<file path="src/hw/rtl/flac_header_parser_assert.svh">
// ----------------------------------------------------------------------------
// FLAC header parser assertion macros
// Concurrent assertion helpers, clocked on clk and disabled during reset.
// ----------------------------------------------------------------------------
`ifndef FLAC_HEADER_PARSER_ASSERT_SVH
`define FLAC_HEADER_PARSER_ASSERT_SVH

`ifndef SYNTH
`define FHP_ASSERT_IMPLIES(lbl, ante, cons) \
    lbl: assert property (@(posedge clk) disable iff (!rst_n) (ante) |-> (cons)) \
        else $error("flac_header_parser assertion failed");
`define FHP_ASSERT_NEXT(lbl, ante, cons) \
    lbl: assert property (@(posedge clk) disable iff (!rst_n) (ante) |=> (cons)) \
        else $error("flac_header_parser assertion failed");
`else
`define FHP_ASSERT_IMPLIES(lbl, ante, cons)
`define FHP_ASSERT_NEXT(lbl, ante, cons)
`endif

`endif

</file>
<file path="src/hw/rtl/fhp_pkg.sv">
`timescale 1ns / 1ps
// ----------------------------------------------------------------------------
// FLAC header parser package
// Parse phases, status codes and field constants shared by the parser.
// ----------------------------------------------------------------------------
package fhp_pkg;

    typedef enum logic [2:0] {
        PH_MAGIC  = 3'd0,
        PH_HEADER = 3'd1,
        PH_SKIP   = 3'd2,
        PH_INFO   = 3'd3,
        PH_DONE   = 3'd4
    } phase_t;

    localparam logic [2:0] ST_OK        = 3'd0;
    localparam logic [2:0] ST_BAD_MAGIC = 3'd1;
    localparam logic [2:0] ST_BAD_LEN   = 3'd2;
    localparam logic [2:0] ST_NO_INFO   = 3'd3;
    localparam logic [2:0] ST_EARLY_END = 3'd4;

    localparam int CNT_W      = 24;
    localparam int INFO_LEN   = 34;
    localparam int INFO_HIST  = (INFO_LEN - 1) * 8;
    localparam int INFO_BITS  = INFO_LEN * 8;
    localparam int RESULT_W   = 277;
    localparam int OUT_TDATA_W = ((RESULT_W + 7) / 8) * 8;

    localparam logic [CNT_W-1:0] INFO_LEN_C = CNT_W'(INFO_LEN);

    function automatic logic [7:0] magic_byte(input logic [1:0] idx);
        logic [7:0] val;
        case (idx)
            2'd0:    val = 8'h66;
            2'd1:    val = 8'h4C;
            2'd2:    val = 8'h61;
            default: val = 8'h43;
        endcase
        return val;
    endfunction

endpackage

</file>
<file path="src/hw/rtl/flac_header_parser.sv">
`timescale 1ns / 1ps
// ----------------------------------------------------------------------------
// FLAC header parser
// Checks the fLaC magic, walks metadata block headers and reports STREAMINFO.
// ----------------------------------------------------------------------------
// The parser takes one file byte per transaction and can take a new byte every
// cycle while no result waits on a stalled output: each byte passes an input
// register, then one step of the parse state machine, and a finished result
// lands in an output register; while a result waits, only one more byte is
// taken, into the input register. Each file yields exactly one result
// transaction, success with all STREAMINFO fields or an error code with every
// other field zero; bytes after the result are dropped until tuser marks the
// first byte of the next file. The STREAMINFO body is held in a 33-byte shift
// register and unpacked together with its final byte.
`include "flac_header_parser_assert.svh"

module flac_header_parser
    import fhp_pkg::*;
(
    input  logic                   clk,
    input  logic                   rst_n,
    input  logic                   s_axis_tvalid,
    output logic                   s_axis_tready,
    input  logic [7:0]             s_axis_tdata,   // data_byte
    input  logic                   s_axis_tuser,   // stream_start
    input  logic                   s_axis_tlast,   // stream_end
    output logic                   m_axis_tvalid,
    input  logic                   m_axis_tready,
    // status, min_block_size, max_block_size, min_frame_size, max_frame_size,
    // sample_rate, channel_count, sample_bits, total_samples, md5_high,
    // md5_low, zero padding
    output logic [OUT_TDATA_W-1:0] m_axis_tdata
);

    logic                   in_valid_reg, in_valid_next;
    logic [7:0]             in_byte_reg;
    logic                   in_start_reg;
    logic                   in_end_reg;

    phase_t                 phase_reg, phase_next;
    logic [CNT_W-1:0]       cnt_reg, cnt_next;
    logic [CNT_W-1:0]       blen_reg, blen_next;
    logic                   last_reg, last_next;
    logic                   found_reg, found_next;
    logic [INFO_HIST-1:0]   info_reg, info_next;

    logic                   out_valid_reg, out_valid_next;
    logic [OUT_TDATA_W-1:0] out_data_reg, out_data_next;

    logic                   adv;
    phase_t                 ph;
    logic [CNT_W-1:0]       cnt;
    logic [CNT_W-1:0]       blen;
    logic                   lastf;
    logic                   found;
    logic [CNT_W-1:0]       cnt_inc;
    logic [CNT_W-1:0]       blen_shift;
    logic [INFO_BITS-1:0]   info_all;
    logic                   emit;
    logic                   emit_info;
    logic [2:0]             err_code;
    logic [RESULT_W-1:0]    info_result;

    assign adv           = in_valid_reg && (!out_valid_reg || m_axis_tready);
    assign s_axis_tready = !in_valid_reg || adv;
    assign m_axis_tvalid = out_valid_reg;
    assign m_axis_tdata  = out_data_reg;

    assign ph    = in_start_reg ? PH_MAGIC : phase_reg;
    assign cnt   = in_start_reg ? '0 : cnt_reg;
    assign blen  = in_start_reg ? '0 : blen_reg;
    assign lastf = in_start_reg ? 1'b0 : last_reg;
    assign found = in_start_reg ? 1'b0 : found_reg;

    assign cnt_inc    = cnt + CNT_W'(1);
    assign blen_shift = {blen[CNT_W-9:0], in_byte_reg};
    assign info_all   = {info_reg, in_byte_reg};

    assign info_result = {
        info_all[63:0],
        info_all[127:64],
        info_all[163:128],
        {1'b0, info_all[168:164]} + 6'd1,
        {1'b0, info_all[171:169]} + 4'd1,
        info_all[191:172],
        info_all[215:192],
        info_all[239:216],
        info_all[255:240],
        info_all[271:256],
        ST_OK
    };

    always_comb
    begin
        phase_next = ph;
        cnt_next   = cnt;
        blen_next  = blen;
        last_next  = lastf;
        found_next = found;
        info_next  = info_reg;
        emit       = 1'b0;
        emit_info  = 1'b0;
        err_code   = ST_OK;

        unique case (ph)
            PH_MAGIC:
            begin
                if (in_byte_reg != magic_byte(cnt[1:0]))
                begin
                    emit     = 1'b1;
                    err_code = ST_BAD_MAGIC;
                end
                else if (cnt >= CNT_W'(3))
                begin
                    phase_next = PH_HEADER;
                    cnt_next   = '0;
                end
                else
                begin
                    cnt_next = cnt_inc;
                end
            end
            PH_HEADER:
            begin
                if (cnt == '0)
                begin
                    last_next  = in_byte_reg[7];
                    found_next = (in_byte_reg[6:0] == 7'd0);
                    blen_next  = '0;
                    cnt_next   = CNT_W'(1);
                end
                else
                begin
                    blen_next = blen_shift;
                    if (cnt < CNT_W'(3))
                    begin
                        cnt_next = cnt_inc;
                    end
                    else
                    begin
                        cnt_next = '0;
                        if (found)
                        begin
                            if (blen_shift != INFO_LEN_C)
                            begin
                                emit     = 1'b1;
                                err_code = ST_BAD_LEN;
                            end
                            else
                            begin
                                phase_next = PH_INFO;
                            end
                        end
                        else if (blen_shift == '0)
                        begin
                            if (lastf)
                            begin
                                emit     = 1'b1;
                                err_code = ST_NO_INFO;
                            end
                        end
                        else
                        begin
                            phase_next = PH_SKIP;
                        end
                    end
                end
            end
            PH_SKIP:
            begin
                cnt_next = cnt_inc;
                if (cnt_inc >= blen)
                begin
                    if (lastf)
                    begin
                        emit     = 1'b1;
                        err_code = ST_NO_INFO;
                    end
                    else
                    begin
                        phase_next = PH_HEADER;
                        cnt_next   = '0;
                    end
                end
            end
            PH_INFO:
            begin
                info_next = info_all[INFO_HIST-1:0];
                cnt_next  = cnt_inc;
                if (cnt_inc >= INFO_LEN_C)
                begin
                    emit      = 1'b1;
                    emit_info = 1'b1;
                end
            end
            PH_DONE:
            begin
            end
            default:
            begin
            end
        endcase

        if (emit)
        begin
            phase_next = PH_DONE;
        end
        else if (in_end_reg && phase_next != PH_DONE)
        begin
            emit       = 1'b1;
            err_code   = (phase_next == PH_MAGIC) ? ST_BAD_MAGIC : ST_EARLY_END;
            phase_next = PH_DONE;
        end
    end

    always_comb
    begin
        in_valid_next = in_valid_reg;
        if (s_axis_tvalid && s_axis_tready)
        begin
            in_valid_next = 1'b1;
        end
        else if (adv)
        begin
            in_valid_next = 1'b0;
        end

        out_valid_next = out_valid_reg && !m_axis_tready;
        out_data_next  = out_data_reg;
        if (adv)
        begin
            out_valid_next = emit;
            if (emit)
            begin
                if (emit_info)
                begin
                    out_data_next = OUT_TDATA_W'(info_result);
                end
                else
                begin
                    out_data_next = OUT_TDATA_W'(err_code);
                end
            end
        end
    end

    always_ff @(posedge clk or negedge rst_n)
    begin
        if (!rst_n)
        begin
            in_valid_reg  <= 1'b0;
            out_valid_reg <= 1'b0;
            phase_reg     <= PH_MAGIC;
            cnt_reg       <= '0;
            blen_reg      <= '0;
            last_reg      <= 1'b0;
            found_reg     <= 1'b0;
        end
        else
        begin
            in_valid_reg  <= in_valid_next;
            out_valid_reg <= out_valid_next;
            if (adv)
            begin
                phase_reg <= phase_next;
                cnt_reg   <= cnt_next;
                blen_reg  <= blen_next;
                last_reg  <= last_next;
                found_reg <= found_next;
            end
        end
    end

    always_ff @(posedge clk)
    begin
        out_data_reg <= out_data_next;
        if (s_axis_tvalid && s_axis_tready)
        begin
            in_byte_reg  <= s_axis_tdata;
            in_start_reg <= s_axis_tuser;
            in_end_reg   <= s_axis_tlast;
        end
        if (adv)
        begin
            info_reg <= info_next;
        end
    end

    `FHP_ASSERT_NEXT(a_result_ends_parse, adv && emit, phase_reg == PH_DONE)
    `FHP_ASSERT_IMPLIES(a_error_fields_zero, out_valid_reg && out_data_reg[2:0] != ST_OK,
                        out_data_reg[OUT_TDATA_W-1:3] == '0)
    `FHP_ASSERT_IMPLIES(a_info_count, phase_reg == PH_INFO, cnt_reg < INFO_LEN_C)
    `FHP_ASSERT_IMPLIES(a_skip_len_nonzero, phase_reg == PH_SKIP, blen_reg != '0)
    `FHP_ASSERT_IMPLIES(a_magic_count, phase_reg == PH_MAGIC, cnt_reg < CNT_W'(4))

endmodule
</file>
<file path="config.mk">
export PLATFORM = sky130hd
export DESIGN_NAME = flac_header_parser
export DESIGN_NICKNAME = d
export VERILOG_FILES = /design/src/hw/rtl/fhp_pkg.sv /design/src/hw/rtl/flac_header_parser.sv
export VERILOG_INCLUDE_DIRS = /design/src /design/src/hw/rtl
export SDC_FILE = /design/constraint.sdc
export NUM_CORES = 1
export LEC_CHECK = 0
export BUFFER_PORTS_ARGS = -buffer_cell sky130_fd_sc_hd__buf_2
export CAP_MARGIN = 20
export CORE_MARGIN = 2
export CORE_UTILIZATION = 54
export DETAILED_ROUTE_END_ITERATION = 12
export GPL_TIMING_DRIVEN = 0
export PLACE_DENSITY = 0.75
export SYNTH_ARGS = -nofsm -noshare
export SYNTH_HDL_FRONTEND = slang
export SYNTH_SLANG_ARGS = --single-unit
</file>
<file path="constraint.sdc">
create_clock -name clk -period 41.5 [get_ports clk]
set_input_delay 8.3 -clock clk [delete_from_list [all_inputs] [get_ports clk]]
set_output_delay 8.3 -clock clk [all_outputs]
set_load 0.03 [all_outputs]
</file>
# Word-level counts from Yosys, hierarchy flattened
# Cells that the tools add are included.
# Widths: inputs -> output; s select.
totals:
  reg_bits: 609
  wordCells: 107
  inputBits: 14
  output_inout_bits: 282
classes:
  n_lt_le_gt_ge: 4
  eq_ne: 8
  add_sub_neg: 3
  n_reduce_logical: 18
  n_mux: 60
ops:
  columns: ["cell", "count"]
  rows:
  - ["$mux 24", 10]
  - ["$pmux 24 s4", 1]
  - ["$mux 3", 19]
  - ["$logic_not 24->1", 2]
  - ["$add 24x1->24 const B", 1]
  - ["$ge 24x2->1 const B", 1]
  - ["$ge 24x24->1", 1]
  - ["$ge 24x6->1 const B", 1]
  - ["$lt 24x2->1 const B", 1]
  - ["$ne 24x6->1 const B", 1]
  - ["$mux 1", 22]
  - ["$pmux 3 s3", 2]
  - ["$pmux 6 s3", 1]
  - ["$mux 8", 1]
  - ["$ne 8x8->1", 1]
  - ["$logic_not 7->1", 1]
  - ["$add 5x1->6 const B", 1]
  - ["$eq 3x2->1 const B", 2]
  - ["$logic_not 3->1", 2]
  - ["$mux 2", 3]
  - ["$add 3x1->4 const B", 1]
  - ["$logic_and 1x1->1", 4]
  - ["$pmux 1 s4", 1]
  - ["$reduce_and 2->1", 2]
  - ["other kinds (8)", 11]

# Depth between registers and ports, before layout
depth:
  word_depth: 12
  mapped_depth: 23
  ltp_nobuf: 17

# Least setup slack after synthesis
# Ideal clock, no wire load.
synth_timing:
  path_type: "input to register"
  startpoint: "input port m_axis_tready"
  endpoint: "register out_data_reg[0], in the netlist m_axis_tdata[0] (enable)"
  path_buffers: 0
  arrival_ps: 21906
  stages: 3
  t_required_ps: 40494
  setup_ps: 1006
  slack_ps: 18587
  cell_sequence: "nand2b_1 nand2_1 a21oi_1"
synth_between:
  elab_chain_cells: 3
synth_rtl:
  columns: ["item", "line", "rtl"]
  rows:
  - ["start: declaration", "flac_header_parser.sv:28", "input logic m_axis_tready,"]
  - ["$logic_or 1x1->1", "flac_header_parser.sv:64", "assign adv = in_valid_reg && (!out_valid_reg || m_axis_tready);"]
  - ["$logic_and 1x1->1", "flac_header_parser.sv:64", null]
  - ["$reduce_and 2->1 (no line)", null, null]
  - ["end signal: assignment", "flac_header_parser.sv:276", "out_data_reg <= out_data_next;"]
  - ["end: declaration", "flac_header_parser.sv:48", "logic [OUT_TDATA_W-1:0] out_data_reg, out_data_next;"]
# Every way passes these cells.
# A chain may end at the register's enable or synchronous reset.

# Final worst setup path
layout_timing:
  startpoint: "input port m_axis_tready"
  endpoint: "output port s_axis_tready"
layout_between:
  elab_chain_cells: 3
layout_rtl:
  columns: ["item", "line", "rtl"]
  rows:
  - ["$logic_or 1x1->1", "flac_header_parser.sv:64", null]
  - ["$logic_and 1x1->1", "flac_header_parser.sv:64", null]
  - ["$logic_or 1x1->1", "flac_header_parser.sv:65", "assign s_axis_tready = !in_valid_reg || adv;"]
  - ["end: declaration", "flac_header_parser.sv:23", "output logic s_axis_tready,"]
# Every way passes these cells.

==> results.sh <==
export IMPL_die_area_um2=43800
export IMPL_p_per_area_nw_per_um2=50.2
export IMPL_drc_errors=0
export IMPL_io_pins=296
export IMPL_initial_core_util_pct=54.5
export IMPL_portBuffers=292
export IMPL_path_cells="buf_2, nor2b_1, nand2_1, buf_2"
export IMPL_gp_congestion=0.871
export IMPL_antennaDiodeCount=0
export IMPL_drtAntennaViolNets=0
export IMPL_min_period_ps=17150
export IMPL_area_delta_synth_final_pct=19.4
export IMPL_crit_type="in2out"
export IMPL_cts_sinks=606
export IMPL_synth_most_common_cell="edfxtp_1"
export IMPL_drive_gt1_share_pct=25.7
export IMPL_postCtsHoldBufs=0
export IMPL_skew_ps=31.8
export IMPL_worstSetupEndpointType="output port"
export IMPL_synth_seq_cells=606
export IMPL_async_flop_share_pct=9.08
export IMPL_grt_pass1_vias=12650
export IMPL_max_slew_margin_rel_pct=42.5
export IMPL_max_clock_freq_mhz=58.3
export IMPL_fin_hold_ws_ps=431
export IMPL_via_count=12625
export IMPL_yosysTopAreaCellShare_pct=72.6
export IMPL_cts_buffers=56
export IMPL_dp_hpwl_mm=34.2
export IMPL_ys_seq_area_share_pct=78.7
export IMPL_path_max_fanout=3
export IMPL_grt_pass1_wl_mm=73.3
export IMPL_synth_flop_cell="edfxtp_1"
export IMPL_fin_crit_sh_pct=41.3
export IMPL_grt_setup_unrepaired="no"
export IMPL_hold_viol=0
export IMPL_use_met2_pct=35.8
export IMPL_grt_start_max_net_pins=41
export IMPL_final_nets=1771
export IMPL_p_leak_nw=9.88
export IMPL_finalSetupTns_ps=0
export IMPL_cts_setup_buffers=0
export IMPL_overflow=0
export IMPL_root_buffer="clkbuf_16"
export IMPL_ys_top_cells_by_area="edfxtp_1, nor2b_1, dfrtp_1, a22o_1, ha_1"
export IMPL_core_area_um2=41800
export IMPL_largest_register_ffs=277
export IMPL_crit_required_ps=33200
export IMPL_insertion_delay_ps=610
export IMPL_synth_enable_flop_cells=551
export IMPL_start_kind="primary input"
export IMPL_htreeDepth=2
export IMPL_arrival_ps=8850
export IMPL_met1_usage_pct=29.8
export IMPL_max_slew_worst_pin_slew_ps=858
export IMPL_drv_slew=0
export IMPL_drt_first_pass_iters=5
export IMPL_wl_per_cell_um=20.9
export IMPL_track_usage_pct=22.2
export IMPL_cts_tree="done"
export IMPL_antenna_found_initial=0
export IMPL_ys_warn_count=0
export IMPL_cpMostUsedCell="buf_2"
export IMPL_setup_violations_final=0
export IMPL_synthDistinctLibCells=71
export IMPL_slowest_stage="buf_2"
export IMPL_cap_violations=0
export IMPL_hold_depth=0
export IMPL_ctsResizeCount=0
export IMPL_synthTopCellsByCount="edfxtp_1, nor2b_1, nand2_1"
export IMPL_synth_top_cell_by_area="edfxtp_1"
export IMPL_drt_total_wl_mm=48.4
export IMPL_postSynthCellCount=1358
export IMPL_path_clk_slew_ps=60
export IMPL_placementRows=75
export IMPL_critPathMaxStageDelay_ps=190
export IMPL_netlist_area_um2=22800
export IMPL_syn_area_per_cell_um2=16.8
export IMPL_grt_busiest_layer="met2"
export IMPL_status="completed"
export IMPL_drtIter0Drc=953
export IMPL_r2r_cells=24
export IMPL_drt_vias_per_instance=5.46
export IMPL_clk_path_buf_depth=3
export IMPL_hold_path_class="reg2reg"
export IMPL_ir_drop_mv=0.0472
export IMPL_die_y_um=209
export IMPL_grt_util_met3_pct=5.76
export IMPL_dieWidth_um=209
## cells by family after synthesis
logic type	after synthesis	synth area share (%)
DFF	606	78.7
buffers and inverters	74	1.57
and+or+nand+nor	480	12.3
muxes	7	0.335
other	1	0.0165
adders and majority gates	28	1.54
xor gates and xnor gates	23	0.884
AOI/OAI and AO/OA	139	4.71
## worst max-delay path: cells and delay by family
kind,cells,cell delay [ps]
buffers and inverters,2,290
AND/OR/NAND/NOR,2,250
## through the flow
stage          std cells  total power, mW  cell area (um2)  utilization, %  setup WS [ps]
2_1_floorplan       1360            0.830            22800               -          18590
3_3_place_gp        2191            0.883            24900            59.7          12510
3_5_place_dp        2210            0.864            25300            60.7          24340
4_1_cts             2313             1.38            27200            65.1          24340
5_1_grt             2313             1.41            27200            65.1          24300
6_report            2313             1.37            27200            65.1          24350
## path summary, 6_finish.rpt
check                               from           endpoint  slack (ps)
hold / removal             info_reg[201]      info_reg[209]         430
min in group asynchronous          rst_n      m_axis_tvalid        7650
hold reg to reg            info_reg[201]      info_reg[209]         430
setup reg to reg            in_start_reg  m_axis_tdata[131]       34340
setup / recovery           m_axis_tready      s_axis_tready       24350
max in group asynchronous          rst_n        cnt_reg[22]       33270
## layout by cell type (no fill, tap or decap), drive strengths merged, types with 5 or more instances in the layout
cell type | Yosys | final
and3 | 13 | 13
nor2b | 276 | 276
xnor2 | 12 | 12
bufinv | 0 | 7
o211ai | 6 | 6
dfrtp | 55 | 55
nand2 | 61 | 61
buf | 40 | 351
or3 | 7 | 7
mux2 | 5 | 5
o31ai | 10 | 10
nand3 | 15 | 15
nand2b | 6 | 6
clkinvlp | 0 | 7
nand4 | 13 | 13
nor3 | 14 | 14
a21oi | 17 | 17
xor2 | 11 | 11
ha | 28 | 28
edfxtp | 551 | 551
clkbuf | 21 | 84
nor2 | 38 | 38
o21ai | 19 | 19
clkinv | 0 | 24
a22o | 41 | 41
inv | 13 | 15
nor4 | 16 | 16
a211oi | 5 | 5
and2 | 6 | 6
## final cells by class
class | count | area [um2]
timing repair buffer | 311 | 1860
clock buffer | 63 | 1450
clock inverter | 40 | 410
sequential | 606 | 17900
buffer | 61 | 309
fill | 2832 | 14600
tap | 539 | 674
multi-input combinational | 680 | 4520
inverter | 13 | 48.8
## where the power goes
group,leakage (nW),switching [mW],internal (mW)
registers,5.94,0.0116,0.696
logic,3.05,0.108,0.0359
clock network,0.892,0.219,0.295
## metal layers
metal / vias to the layer above / share of wire (%)
met1: 6267 / 41
met4: 0 / 2.7
met3: 82 / 7.5
met2: 456 / 48
li1: 5820 / -
met5: - / 0
Note: power is estimated with default switching activity, not from simulation.
